[src/sv/ecc_pkg.sv]
// Shared types, constants and helper functions for the elevator car controller.
package ecc_pkg;

    localparam int FLOORS     = 16;
    localparam int FLOOR_CNT  = (FLOORS >= 16) ? 16 : FLOORS;
    localparam int CFG_ADDR_W = 5;

    localparam logic [15:0] MAP_MASK  = 16'((17'd1 << FLOOR_CNT) - 17'd1);
    localparam logic [3:0]  TOP_FLOOR = 4'(FLOOR_CNT - 1);

    typedef enum logic [2:0] {
        CFG_CAR_ID,
        CFG_PARK_FLOOR,
        CFG_PEOPLE_LIMIT,
        CFG_BLOCK_TICKS,
        CFG_HELP_LIMIT,
        CFG_DOOR_HOLD,
        CFG_CLOSE_HOLD
    } cfg_idx_t;

    typedef enum logic [2:0] {
        MODE_IDLE,
        MODE_UP,
        MODE_DOWN,
        MODE_OPEN,
        MODE_CLOSING,
        MODE_OVER,
        MODE_EMERG
    } car_mode_t;

    typedef enum logic [3:0] {
        KIND_TICK,
        KIND_HALL,
        KIND_PRESS,
        KIND_RELEASE,
        KIND_BOARD,
        KIND_LEAVE,
        KIND_HELP,
        KIND_EMERG,
        KIND_RESET
    } evt_kind_t;

    localparam logic [5:0] EV_FLOOR   = 6'b000001;
    localparam logic [5:0] EV_OPENED  = 6'b000010;
    localparam logic [5:0] EV_CLOSED  = 6'b000100;
    localparam logic [5:0] EV_BLOCKED = 6'b001000;
    localparam logic [5:0] EV_OVER    = 6'b010000;
    localparam logic [5:0] EV_EMERG   = 6'b100000;

    typedef struct packed {
        logic [3:0] car_id;
        logic [3:0] park_floor;
        logic [7:0] people_limit;
        logic [3:0] block_ticks;
        logic [7:0] help_limit;
        logic [7:0] door_hold;
        logic [7:0] close_hold;
    } cfg_t;

    typedef struct packed {
        logic [3:0] kind;
        logic [3:0] car_select;
        logic       broadcast;
        logic [3:0] floor;
        logic [7:0] count;
    } item_t;

    typedef struct packed {
        logic [3:0]  cur_floor;
        logic [3:0]  goal_floor;
        logic [2:0]  car_mode;
        logic        last_up;
        logic [7:0]  riders;
        logic [4:0]  requests_pending;
        logic [15:0] buttons_lit;
        logic [5:0]  events;
        logic        accepted;
    } result_t;

    // Highest set bit of a floor map, zero when empty
    function automatic logic [3:0] highest_floor(input logic [15:0] map);
        logic [3:0] idx;
        idx = '0;
        for (int i = 0; i < 16; i++)
        begin
            if (map[i])
            begin
                idx = 4'(i);
            end
        end
        return idx;
    endfunction

    function automatic logic [4:0] popcount16(input logic [15:0] v);
        logic [4:0] n;
        n = '0;
        for (int i = 0; i < 16; i++)
        begin
            n = n + {4'd0, v[i]};
        end
        return n;
    endfunction

    // Safe floor clamped to the top floor
    function automatic logic [3:0] home_floor(input logic [3:0] safe);
        return (safe > TOP_FLOOR) ? TOP_FLOOR : safe;
    endfunction

endpackage

[src/sv/elevator_car_controller.sv]
// Top level of the elevator car controller: input and result registers around the core.
//
// Usage:
//   Events enter on the input channel (in_valid/in_ready with mode, car_select,
//   broadcast, floor, count). Each transaction yields exactly one result on the
//   output channel (out_valid/out_ready) carrying the car's floor, goal, mode,
//   direction, riders, pending request count, lit buttons, event bits and the
//   accepted flag.
//   The event is registered in the input register at the accepting edge; once the
//   result register is free, the core updates the car state and loads the result
//   register. Throughput: one event per cycle while the receiver keeps taking
//   results; the core next-state logic is a single combinational pass.
//   When the receiver stalls, the result register holds; one more event can wait
//   in the input register, after which in_ready drops until the result is taken.
//   Configuration must be written over the APB port only while no event is in flight;
//   the block does not enforce this. Reset: rst_n clears both channels, the car state
//   (idle at floor 0, no requests, no riders) and loads the register defaults.
module elevator_car_controller
    import ecc_pkg::*;
(
    input  logic                  clk,
    input  logic                  rst_n,
    input  logic                  psel,
    input  logic                  penable,
    input  logic                  pwrite,
    input  logic [CFG_ADDR_W-1:0] paddr,
    input  logic [31:0]           pwdata,
    output logic [31:0]           prdata,
    output logic                  pready,
    input  logic                  in_valid,
    output logic                  in_ready,
    input  logic [3:0]            mode,
    input  logic [3:0]            car_select,
    input  logic                  broadcast,
    input  logic [3:0]            floor,
    input  logic [7:0]            count,
    output logic                  out_valid,
    input  logic                  out_ready,
    output logic [3:0]            cur_floor,
    output logic [3:0]            goal_floor,
    output logic [2:0]            car_mode,
    output logic                  last_up,
    output logic [7:0]            riders,
    output logic [4:0]            requests_pending,
    output logic [15:0]           buttons_lit,
    output logic [5:0]            events,
    output logic                  accepted
);

    cfg_t    cfg;
    item_t   item_reg;
    logic    in_vld_reg, in_vld_next;
    logic    out_vld_reg, out_vld_next;
    result_t res_reg;
    result_t core_res;
    logic    advance;
    logic    fire;
    logic    in_take;

    ecc_cfg u_cfg (
        .clk     (clk),
        .rst_n   (rst_n),
        .psel    (psel),
        .penable (penable),
        .pwrite  (pwrite),
        .paddr   (paddr),
        .pwdata  (pwdata),
        .prdata  (prdata),
        .pready  (pready),
        .cfg     (cfg)
    );

    ecc_core u_core (
        .clk    (clk),
        .rst_n  (rst_n),
        .fire   (fire),
        .item   (item_reg),
        .cfg    (cfg),
        .result (core_res)
    );

    assign advance  = !out_vld_reg || out_ready;
    assign fire     = in_vld_reg && advance;
    assign in_ready = !in_vld_reg || advance;
    assign in_take  = in_valid && in_ready;

    always_comb
    begin
        in_vld_next = in_vld_reg;
        if (in_take)
        begin
            in_vld_next = 1'b1;
        end
        else if (fire)
        begin
            in_vld_next = 1'b0;
        end

        out_vld_next = out_vld_reg;
        if (fire)
        begin
            out_vld_next = 1'b1;
        end
        else if (out_ready)
        begin
            out_vld_next = 1'b0;
        end
    end

    always_ff @(posedge clk or negedge rst_n)
    begin
        if (!rst_n)
        begin
            in_vld_reg  <= 1'b0;
            out_vld_reg <= 1'b0;
        end
        else
        begin
            in_vld_reg  <= in_vld_next;
            out_vld_reg <= out_vld_next;
        end
    end

    always_ff @(posedge clk)
    begin
        if (in_take)
        begin
            item_reg.kind       <= mode;
            item_reg.car_select <= car_select;
            item_reg.broadcast  <= broadcast;
            item_reg.floor      <= floor;
            item_reg.count      <= count;
        end
        if (fire)
        begin
            res_reg <= core_res;
        end
    end

    assign out_valid        = out_vld_reg;
    assign cur_floor        = res_reg.cur_floor;
    assign goal_floor       = res_reg.goal_floor;
    assign car_mode         = res_reg.car_mode;
    assign last_up          = res_reg.last_up;
    assign riders           = res_reg.riders;
    assign requests_pending = res_reg.requests_pending;
    assign buttons_lit      = res_reg.buttons_lit;
    assign events           = res_reg.events;
    assign accepted         = res_reg.accepted;

endmodule

[src/sv/ecc_cfg.sv]
// APB-style configuration register file for the elevator car controller.
module ecc_cfg
    import ecc_pkg::*;
(
    input  logic                  clk,
    input  logic                  rst_n,
    input  logic                  psel,
    input  logic                  penable,
    input  logic                  pwrite,
    input  logic [CFG_ADDR_W-1:0] paddr,
    input  logic [31:0]           pwdata,
    output logic [31:0]           prdata,
    output logic                  pready,
    output cfg_t                  cfg
);

    cfg_t     cfg_reg;
    cfg_t     cfg_next;
    cfg_idx_t idx;
    logic     wr_en;

    assign idx    = cfg_idx_t'(paddr[CFG_ADDR_W-1:2]);
    assign wr_en  = psel && penable && pwrite;
    assign pready = 1'b1;
    assign cfg    = cfg_reg;

    always_comb
    begin
        cfg_next = cfg_reg;
        if (wr_en)
        begin
            case (idx)
                CFG_CAR_ID:       cfg_next.car_id       = pwdata[3:0];
                CFG_PARK_FLOOR:   cfg_next.park_floor   = pwdata[3:0];
                CFG_PEOPLE_LIMIT: cfg_next.people_limit = pwdata[7:0];
                CFG_BLOCK_TICKS:  cfg_next.block_ticks  = pwdata[3:0];
                CFG_HELP_LIMIT:   cfg_next.help_limit   = pwdata[7:0];
                CFG_DOOR_HOLD:    cfg_next.door_hold    = pwdata[7:0];
                CFG_CLOSE_HOLD:   cfg_next.close_hold   = pwdata[7:0];
                default:          cfg_next = cfg_reg;
            endcase
        end
    end

    always_comb
    begin
        case (idx)
            CFG_CAR_ID:       prdata = {28'd0, cfg_reg.car_id};
            CFG_PARK_FLOOR:   prdata = {28'd0, cfg_reg.park_floor};
            CFG_PEOPLE_LIMIT: prdata = {24'd0, cfg_reg.people_limit};
            CFG_BLOCK_TICKS:  prdata = {28'd0, cfg_reg.block_ticks};
            CFG_HELP_LIMIT:   prdata = {24'd0, cfg_reg.help_limit};
            CFG_DOOR_HOLD:    prdata = {24'd0, cfg_reg.door_hold};
            CFG_CLOSE_HOLD:   prdata = {24'd0, cfg_reg.close_hold};
            default:          prdata = 32'd0;
        endcase
    end

    always_ff @(posedge clk or negedge rst_n)
    begin
        if (!rst_n)
        begin
            cfg_reg.car_id       <= 4'd1;
            cfg_reg.park_floor   <= 4'd0;
            cfg_reg.people_limit <= 8'd8;
            cfg_reg.block_ticks  <= 4'd3;
            cfg_reg.help_limit   <= 8'd3;
            cfg_reg.door_hold    <= 8'd3;
            cfg_reg.close_hold   <= 8'd1;
        end
        else
        begin
            cfg_reg <= cfg_next;
        end
    end

endmodule

[src/sv/ecc_core.sv]
// Car state registers and the single-pass next-state logic for one transaction.
module ecc_core
    import ecc_pkg::*;
(
    input  logic    clk,
    input  logic    rst_n,
    input  logic    fire,
    input  item_t   item,
    input  cfg_t    cfg,
    output result_t result
);

    car_mode_t   mode_reg,      mode_next;
    logic [3:0]  floor_reg,     floor_next;
    logic [3:0]  goal_reg,      goal_next;
    logic        up_reg,        up_next;
    logic [7:0]  riders_reg,    riders_next;
    logic [15:0] hall_reg,      hall_next;
    logic [15:0] button_reg,    button_next;
    logic [3:0]  block_reg,     block_next;
    logic        help_pend_reg, help_pend_next;
    logic [7:0]  help_cnt_reg,  help_cnt_next;
    logic        rescue_reg,    rescue_next;
    logic [7:0]  hold_reg,      hold_next;
    logic [5:0]  ev_next;
    logic        acc_next;

    // Next state of the car for the item held in the input register
    always_comb
    begin : next_state
        logic [15:0] all_map;
        logic [8:0]  help_sum;
        logic [8:0]  rider_sum;
        logic [3:0]  home_fl;
        logic [3:0]  tgt;
        logic [3:0]  fl_step;
        logic        here;
        logic        own;
        logic        fl_ok;
        car_mode_t   m;

        mode_next      = mode_reg;
        floor_next     = floor_reg;
        goal_next      = goal_reg;
        up_next        = up_reg;
        riders_next    = riders_reg;
        hall_next      = hall_reg;
        button_next    = button_reg;
        block_next     = block_reg;
        help_pend_next = help_pend_reg;
        help_cnt_next  = help_cnt_reg;
        rescue_next    = rescue_reg;
        hold_next      = hold_reg;
        ev_next        = '0;
        acc_next       = 1'b0;

        home_fl   = home_floor(cfg.park_floor);
        all_map   = (hall_reg | button_reg) & MAP_MASK;
        here      = item.broadcast || (item.car_select == cfg.car_id);
        own       = item.car_select == cfg.car_id;
        fl_ok     = {1'b0, item.floor} < 5'(FLOOR_CNT);
        help_sum  = {1'b0, help_cnt_reg} + 9'd1;
        rider_sum = {1'b0, riders_reg} + {1'b0, item.count};
        tgt       = '0;
        fl_step   = floor_reg;
        m         = mode_reg;

        if (fire)
        begin
            case (evt_kind_t'(item.kind))
                KIND_TICK:
                begin
                    acc_next = 1'b1;
                    if (hold_reg != 8'd0)
                    begin
                        hold_next = hold_reg - 8'd1;
                    end
                    else
                    begin
                        if (help_pend_reg)
                        begin
                            if (help_sum > {1'b0, cfg.help_limit})
                            begin
                                help_cnt_next  = 8'd1;
                                help_pend_next = 1'b0;
                                m              = MODE_EMERG;
                            end
                            else
                            begin
                                help_cnt_next = help_sum[7:0];
                            end
                        end
                        if (block_reg != 4'd0)
                        begin
                            block_next = block_reg - 4'd1;
                        end
                        mode_next = m;
                        case (m)
                            MODE_IDLE:
                            begin
                                tgt = (all_map != 16'd0) ? highest_floor(all_map) : goal_reg;
                                if (tgt == floor_reg && all_map[floor_reg])
                                begin
                                    mode_next = MODE_OPEN;
                                end
                                else
                                begin
                                    if (tgt == floor_reg)
                                    begin
                                        tgt = home_fl;
                                    end
                                    if (tgt > floor_reg)
                                    begin
                                        mode_next = MODE_UP;
                                    end
                                    else if (tgt < floor_reg)
                                    begin
                                        mode_next = MODE_DOWN;
                                    end
                                end
                                goal_next = tgt;
                            end
                            MODE_UP, MODE_DOWN:
                            begin
                                up_next = (m == MODE_UP);
                                if (m == MODE_UP)
                                begin
                                    if (floor_reg < TOP_FLOOR)
                                    begin
                                        fl_step = floor_reg + 4'd1;
                                    end
                                end
                                else if (floor_reg != 4'd0)
                                begin
                                    fl_step = floor_reg - 4'd1;
                                end
                                tgt = (all_map != 16'd0) ? highest_floor(all_map) : home_fl;
                                floor_next = fl_step;
                                goal_next  = tgt;
                                if (all_map[fl_step])
                                begin
                                    mode_next = MODE_OPEN;
                                end
                                else if (tgt == fl_step)
                                begin
                                    mode_next = MODE_IDLE;
                                end
                                else if (tgt > fl_step)
                                begin
                                    mode_next = MODE_UP;
                                end
                                else
                                begin
                                    mode_next = MODE_DOWN;
                                end
                                ev_next = EV_FLOOR;
                            end
                            MODE_OPEN:
                            begin
                                ev_next     = EV_OPENED;
                                hall_next   = hall_reg & ~(16'd1 << floor_reg);
                                button_next = button_reg & ~(16'd1 << floor_reg);
                                hold_next   = cfg.door_hold;
                                mode_next   = (riders_reg >= cfg.people_limit) ?
                                              MODE_OVER : MODE_CLOSING;
                            end
                            MODE_CLOSING:
                            begin
                                hold_next = cfg.close_hold;
                                // block count is looked at after this tick's decrement
                                if (block_next != 4'd0)
                                begin
                                    mode_next  = MODE_OPEN;
                                    ev_next    = EV_BLOCKED;
                                    block_next = 4'd0;
                                end
                                else
                                begin
                                    ev_next   = EV_CLOSED | EV_FLOOR;
                                    mode_next = MODE_IDLE;
                                end
                            end
                            MODE_OVER:
                            begin
                                ev_next = EV_OVER;
                                if (riders_reg < cfg.people_limit)
                                begin
                                    mode_next = MODE_CLOSING;
                                end
                            end
                            MODE_EMERG:
                            begin
                                if (!rescue_reg)
                                begin
                                    ev_next     = EV_FLOOR | EV_EMERG;
                                    rescue_next = 1'b1;
                                end
                                if (floor_reg != home_fl)
                                begin
                                    floor_next = (home_fl > floor_reg) ?
                                                 floor_reg + 4'd1 : floor_reg - 4'd1;
                                    ev_next    = ev_next | EV_FLOOR;
                                end
                            end
                            default:
                            begin
                                mode_next = m;
                            end
                        endcase
                    end
                end
                KIND_HALL:
                begin
                    if (here && fl_ok)
                    begin
                        hall_next = hall_reg | (16'd1 << item.floor);
                        acc_next  = 1'b1;
                    end
                end
                KIND_PRESS:
                begin
                    if (own && fl_ok)
                    begin
                        button_next = button_reg | (16'd1 << item.floor);
                        acc_next    = 1'b1;
                    end
                end
                KIND_RELEASE:
                begin
                    if (own && fl_ok)
                    begin
                        button_next = button_reg & ~(16'd1 << item.floor);
                        acc_next    = 1'b1;
                    end
                end
                KIND_BOARD:
                begin
                    if (here)
                    begin
                        riders_next = rider_sum[8] ? 8'hFF : rider_sum[7:0];
                        block_next  = cfg.block_ticks;
                        acc_next    = 1'b1;
                    end
                end
                KIND_LEAVE:
                begin
                    if (here)
                    begin
                        riders_next = (item.count >= riders_reg) ?
                                      8'd0 : riders_reg - item.count;
                        block_next  = cfg.block_ticks;
                        acc_next    = 1'b1;
                    end
                end
                KIND_HELP:
                begin
                    if (here)
                    begin
                        help_pend_next = 1'b1;
                        acc_next       = 1'b1;
                    end
                end
                KIND_EMERG:
                begin
                    if (here && mode_reg != MODE_EMERG)
                    begin
                        // doors may be open: force them shut and hold
                        if (mode_reg != MODE_IDLE && mode_reg != MODE_UP &&
                            mode_reg != MODE_DOWN)
                        begin
                            ev_next   = EV_CLOSED;
                            hold_next = cfg.door_hold;
                        end
                        ev_next   = ev_next | EV_EMERG;
                        mode_next = MODE_EMERG;
                        acc_next  = 1'b1;
                    end
                end
                KIND_RESET:
                begin
                    if (here)
                    begin
                        mode_next   = MODE_IDLE;
                        button_next = '0;
                        hall_next   = '0;
                        goal_next   = home_fl;
                        rescue_next = 1'b0;
                        ev_next     = EV_EMERG;
                        acc_next    = 1'b1;
                    end
                end
                default:
                begin
                    acc_next = 1'b0;
                end
            endcase
        end
    end

    // Result of the transaction, taken from the updated state
    always_comb
    begin
        result.cur_floor        = floor_next;
        result.goal_floor       = goal_next;
        result.car_mode         = mode_next;
        result.last_up          = up_next;
        result.riders           = riders_next;
        result.requests_pending = popcount16(hall_next);
        result.buttons_lit      = button_next;
        result.events           = ev_next;
        result.accepted         = acc_next;
    end

    always_ff @(posedge clk or negedge rst_n)
    begin
        if (!rst_n)
        begin
            mode_reg      <= MODE_IDLE;
            floor_reg     <= '0;
            goal_reg      <= '0;
            up_reg        <= 1'b0;
            riders_reg    <= '0;
            hall_reg      <= '0;
            button_reg    <= '0;
            block_reg     <= '0;
            help_pend_reg <= 1'b0;
            help_cnt_reg  <= 8'd1;
            rescue_reg    <= 1'b0;
            hold_reg      <= '0;
        end
        else
        begin
            mode_reg      <= mode_next;
            floor_reg     <= floor_next;
            goal_reg      <= goal_next;
            up_reg        <= up_next;
            riders_reg    <= riders_next;
            hall_reg      <= hall_next;
            button_reg    <= button_next;
            block_reg     <= block_next;
            help_pend_reg <= help_pend_next;
            help_cnt_reg  <= help_cnt_next;
            rescue_reg    <= rescue_next;
            hold_reg      <= hold_next;
        end
    end

endmodule

[config.mk]
export PLATFORM = sky130hd
export DESIGN_NAME = elevator_car_controller
export DESIGN_NICKNAME = d
export VERILOG_FILES = /design/src/sv/ecc_pkg.sv /design/src/sv/elevator_car_controller.sv /design/src/sv/ecc_cfg.sv /design/src/sv/ecc_core.sv
export SDC_FILE = /design/constraint.sdc
export NUM_CORES = 1
export LEC_CHECK = 0
export ABC_AREA = 1
export BUFFER_PORTS_ARGS = -buffer_cell sky130_fd_sc_hd__buf_2
export CAP_MARGIN = 30
export CORE_MARGIN = 2
export CORE_UTILIZATION = 30
export DETAILED_ROUTE_END_ITERATION = 16
export GPL_TIMING_DRIVEN = 0
export PLACE_DENSITY = 0.57
export REMOVE_ABC_BUFFERS = 1
export SETUP_SLACK_MARGIN = 0.1
export SLEW_MARGIN = 20
export SYNTH_ARGS = -nofsm -noshare
export SYNTH_HDL_FRONTEND = slang
export SYNTH_SLANG_ARGS = --single-unit
[constraint.sdc]
create_clock -name clk -period 10.5 [get_ports clk]
set_input_delay 2.1 -clock clk [delete_from_list [all_inputs] [get_ports clk]]
set_output_delay 2.1 -clock clk [all_outputs]
set_load 0.005 [all_outputs]
After elaboration in Yosys (flattened, before gate mapping)
Cells that the tools add are included.
{ "totals": {"regBits": 189, "word_cells": 299, "input_bits": 65, "output_inout_bits": 83} }
{ "op_classes": {"mux": 140, "n_reduce_logical": 44, "n_bitwise": 9, "n_lt_le_gt_ge": 12, "n_shift": 2, "eq_ne": 35, "n_addsub": 22} }
{ "ops": {"columns": ["operator", "count"], "rows": [
  ["4-bit 2-to-1 mux", 52],
  ["16-bit 2-to-1 mux", 11],
  ["8-bit 2-to-1 mux", 9],
  ["5-bit by 1-bit adder with 5-bit output", 14],
  ["16-bit one-hot mux with 4 select lines", 1],
  ["8-bit one-hot mux with 7 select lines", 1],
  ["3-bit 2-to-1 mux", 18],
  ["16-bit bitwise AND", 3],
  ["16-bit bitwise OR", 3],
  ["16-bit one-hot mux with 3 select lines", 1],
  ["8-bit one-hot mux with 2 select lines", 3],
  ["16-bit inverter", 2],
  ["4-bit one-hot mux with 2 select lines", 4],
  ["1-bit by 4-bit << shifter with 16-bit output, first input constant", 2],
  ["6-bit one-hot mux with 5 select lines", 1],
  ["6-bit 2-to-1 mux", 4],
  ["1-bit 2-to-1 mux", 23],
  ["3-bit == test, second input constant", 6],
  ["6-bit one-hot mux with 3 select lines", 1],
  ["4-bit by 3-bit == test with 1-bit output, second input constant", 4],
  ["8-bit greater-or-equal comparator", 2],
  ["16-bit nonzero test", 1],
  ["3-bit one-hot mux with 5 select lines", 1],
  ["2-bit AND reduction", 7],
  ["46 further kinds", 90]
]} }

Depth between registers and ports, before layout
{ "logic_depth": {"depth_word": 36, "depth_mapped": 37, "depth_no_buf": 37} }

By module
Synthesis repeated with hierarchy kept, for this count alone.
{ "unflattened": {"cells_unflattened": 1636, "area_unflattened_um2": 12948.7} }
{ "by_module_without_submodules": {"columns": ["mod", "cells_per_inst", "seq_area_each_um2", "instances", "area_each_um2"], "rows": [
  ["ecc_core", 1235, 1853.0, 1, 8229.1],
  ["ecc_cfg", 320, 1112.3, 1, 2552.4],
  ["elevator_car_controller", 81, 2122.0, 1, 2167.1]
]} }

Least setup slack after synthesis
Ideal clock, no wire load.
{ "synth_timing": {"path_kind": "input -> register", "from": "input out_ready", "to": "register res_reg, in the netlist requests_pending[1], data pin", "t_arrival_ns": 8.107, "stages": 20, "n_path_buf": 2, "slack_ns": 2.264, "required_time_ns": 10.371, "setup_time_ns": 0.129, "path_cell_list": "inv_1 > nand2_1 > nand2_1 > clkbuf_1 > clkinv_1 > o21ai_0 > inv_2 > clkbuf_1 > a31oi_1 > ha_1 > fa_1 > fa_1 > fa_1 > inv_1 > fa_1 > inv_1 > fa_1 > inv_1 > fa_1 > inv_1"} }
{ "synth_lines": {"columns": ["element", "line_no", "rtl"], "rows": [
  ["from (decl)", "elevator_car_controller.sv:38", "input logic out_ready,"],
  ["to (signal assigned)", "elevator_car_controller.sv:136", "res_reg <= core_res;"],
  ["to (decl)", "elevator_car_controller.sv:54", "result_t res_reg;"]
]} }

==> impl_metrics.json <==
{
  "layout.nets": 1756,
  "dominantRegCellSynth": "dfrtp_1",
  "cp.arrival_ns": 8.03,
  "diodes": 0,
  "largest_reg_flops": 44,
  "crit_start": "out_ready",
  "place_congestion": 0.884,
  "synth_cell_types": 61,
  "grt.total_usage": 0.176,
  "grt_pass1_vias": 10400,
  "grt_max_degree": 90,
  "num_io_pins": 148,
  "seqPwrFrac": 0.326,
  "nFillCells": 4229,
  "rsz0062_at_grt": "false",
  "power_mw": 3.60,
  "max-slew-margin-rel": 0.405,
  "synth-edff-count": 69,
  "die_area_sq_um": 42700,
  "ir_worst_vdd_uv": 183,
  "syn_avg_cell_area_sq_um": 8.02,
  "drc": 0,
  "setup_viol": 0,
  "grt_overflow": 0,
  "power_frac_clock": 0.188,
  "end_kind": "register",
  "start_util": 0.303,
  "worst_pin_slew_ns": 0.890,
  "fin_crit_sh": 0.734,
  "cts.repair.resized": 0,
  "regArea_sq_um": 5090,
  "r2r-start": "u_core.help_cnt_reg[0]",
  "holdWs_ns": 0.504,
  "fin_skew_ns": 0.0168,
  "cts_buffers": 17,
  "slowest_delay_ns": 0.52,
  "drive_above_1_share": 0.123,
  "startpoint_type": "input pin",
  "final.setup.tns_ns": 0,
  "hpwl_um": 27300,
  "min_from": "u_cfg.cfg[29]",
  "netSwitchingFraction": 0.439,
  "core_area_sq_um": 40600,
  "drt_iter0_markers": 835,
  "via_per_inst": 5.04,
  "period_needed_ns": 7.70,
  "power_density_nw_per_um2": 258,
  "htreeDepth": 4,
  "p_comb_frac": 0.487,
  "required_ns": 10.82,
  "clock_path_buffers": 2,
  "multiInputGateArea_sq_um": 6060,
  "ys_ff_latch": 189,
  "crit_chain": "buf_2 > inv_1 > nand2_1 > nand2_1 > clkinv_2 > buf_12 > o21ai_0 > inv_2 > a31oi_1 > ha_1 > fa_1 > fa_1 > fa_1 > inv_1 > fa_1 > inv_1 > fa_1 > inv_1 > fa_1 > inv_1",
  "cp_slowest_cell": "fa_1",
  "syn_to_final_growth_pct": 13.3,
  "vias": 10900,
  "io_buffers": 96,
  "worst_path_most_repeated_cell": "fa_1",
  "synthCells": 1536,
  "drtAntennaViolNets": 0,
  "antenna_found_initial": 0,
  "finalMaxSlewViolations": 0,
  "cts.sinks": 189,
  "min_delay_path_depth": 2,
  "wire_per_inst_um": 16.9,
  "power.switching_mw": 1.58,
  "cp_max_fo": 36,
  "post_cts_buffers": 0,
  "dr.pass1.iters": 6,
  "clock_latency_ns": 0.46,
  "p_int_mw": 2.02,
  "grt_pass1_wl_um": 58000,
  "maxCapViolCount": 0,
  "cts_root_buf": "clkbuf_16",
  "clkTransAtPathRegs_ns": 0.08,
  "utilization": 0.343,
  "ys_async_sr_fraction": 0.635,
  "rows": 74,
  "yosys_warnings": 0,
  "ff2ff_path_depth": 34,
  "totalWireLength_um": 36500,
  "crit_type": "in2reg",
  "status": "completed",
  "ctsHoldBuffers": 0,
  "cts_tree": "done",
  "worstHoldPathType": "reg2reg",
  "hold_viol_final": 0,
  "max_freq_ghz": 0.130,
  "p_leak_nw": 6.27,
  "syn_area_sq_um": 12300,
  "fp.dieH_um": 207,
  "fp.dieW_um": 207,
  "synth-seq-area-share": 0.413
}
per-stage QoR:
| step | area, sq um | std cells | setup slack [ns] |
|---|---|---|---|
| after floorplan | 12100 | 1499 | 2.47 |
| after global placement | 13200 | 2127 | 0.462 |
| after detailed placement | 13300 | 2131 | 2.32 |
| after CTS | 14000 | 2163 | 2.75 |
| after global routing | 14000 | 2164 | 2.24 |
| final | 14000 | 2164 | 2.80 |
path summary, 6_finish.rpt:
check	endpoint	slack, ns
worst max-delay path	requests_pending[1]	2.80
worst min-delay path	u_cfg.cfg[29]	0.50
worst max register to register	requests_pending[1]	2.82
worst min register to register	u_cfg.cfg[29]	0.50
max in group asynchronous	u_cfg.cfg[40]	8.20
min in group asynchronous	out_valid	1.51
placed cells by master (no fill, tap or decap), types with 10 or more instances in the layout:
| master | netlist | routed |
|---|---|---|
| ha_1 | 60 | 60 |
| a31oi_1 | 32 | 32 |
| o22ai_1 | 48 | 48 |
| nand3_1 | 88 | 88 |
| a221oi_1 | 11 | 11 |
| nand4_1 | 10 | 10 |
| clkbuf_16 | 0 | 19 |
| dfrtp_1 | 110 | 110 |
| nor2_2 | 12 | 13 |
| a21oi_1 | 110 | 110 |
| o21ai_0 | 112 | 112 |
| dfstp_2 | 10 | 10 |
| o21ai_1 | 10 | 10 |
| nor2_1 | 119 | 117 |
| conb_1 | 2 | 25 |
| inv_1 | 243 | 242 |
| xor2_1 | 23 | 23 |
| nor4_1 | 16 | 16 |
| fa_1 | 12 | 12 |
| nand2_1 | 265 | 265 |
| edfxtp_1 | 69 | 69 |
| buf_2 | 5 | 95 |
power groups by stage:
stage	registers, mW	clock network, mW	logic, mW
after floorplan	1.14	0	1.27
after global placement	1.19	0	1.68
after detailed placement	1.19	0	1.75
after CTS	1.17	0.699	1.77
after global routing	1.20	0.724	2.03
final	1.17	0.676	1.75
critical path, delay by kind of cell:
kind / cells / cell delay (ns)
fa+ha+maj: 7 / 3.14
buf+inv: 9 / 1.62
compound gates: 2 / 0.62
simple gates: 2 / 0.50
Yosys cell counts, types with 10 or more instances:
library cell | instances | area (sq um)
inv_1 | 243 | 912
nor4_1 | 16 | 100
nor2_1 | 119 | 447
o22ai_1 | 48 | 300
nand2_1 | 265 | 995
nand4_1 | 10 | 62.6
buf_4 | 25 | 188
nand3_1 | 88 | 440
nor2_2 | 12 | 75.1
o21ai_1 | 10 | 50.1
edfxtp_1 | 69 | 2070
ha_1 | 60 | 751
dfstp_2 | 10 | 263
clkbuf_1 | 28 | 105
o21ai_0 | 112 | 561
xor2_1 | 23 | 201
a31oi_1 | 32 | 200
a221oi_1 | 11 | 96.3
a21oi_1 | 110 | 551
dfrtp_1 | 110 | 2750
fa_1 | 12 | 240
routing by layer:
layer  track usage  up-vias  wire length [um]
met4        0.0523        0               718
met1         0.238     5194             16400
met2         0.290      338             17300
met5             0        -                 0
li1              -     5333                 -
met3        0.0297       44              2030
area by class of cell:
type	instances	area share
clock buffers	20	0.0343
flip-flops and latches	189	0.365
multi-input cells	1055	0.434
inverters	255	0.0687
repair buffers	101	0.0412
well taps	532	0.0477
clock inverters	12	0.00968
logic make-up (layout without fill, tap and decap cells):
logic type | Yosys count | count (layout) | synth area share
AO/OA/AOI/OAI | 384 | 384 | 0.185
XOR/XNOR | 26 | 26 | 0.0191
adder cells (fa/ha/maj) | 72 | 72 | 0.0804
buffers and inverters | 315 | 388 | 0.104
flip-flops | 189 | 189 | 0.413
other | 2 | 25 | 0.000609
AND/OR/NAND/NOR | 548 | 548 | 0.198
(Power assumes the default switching activity.)
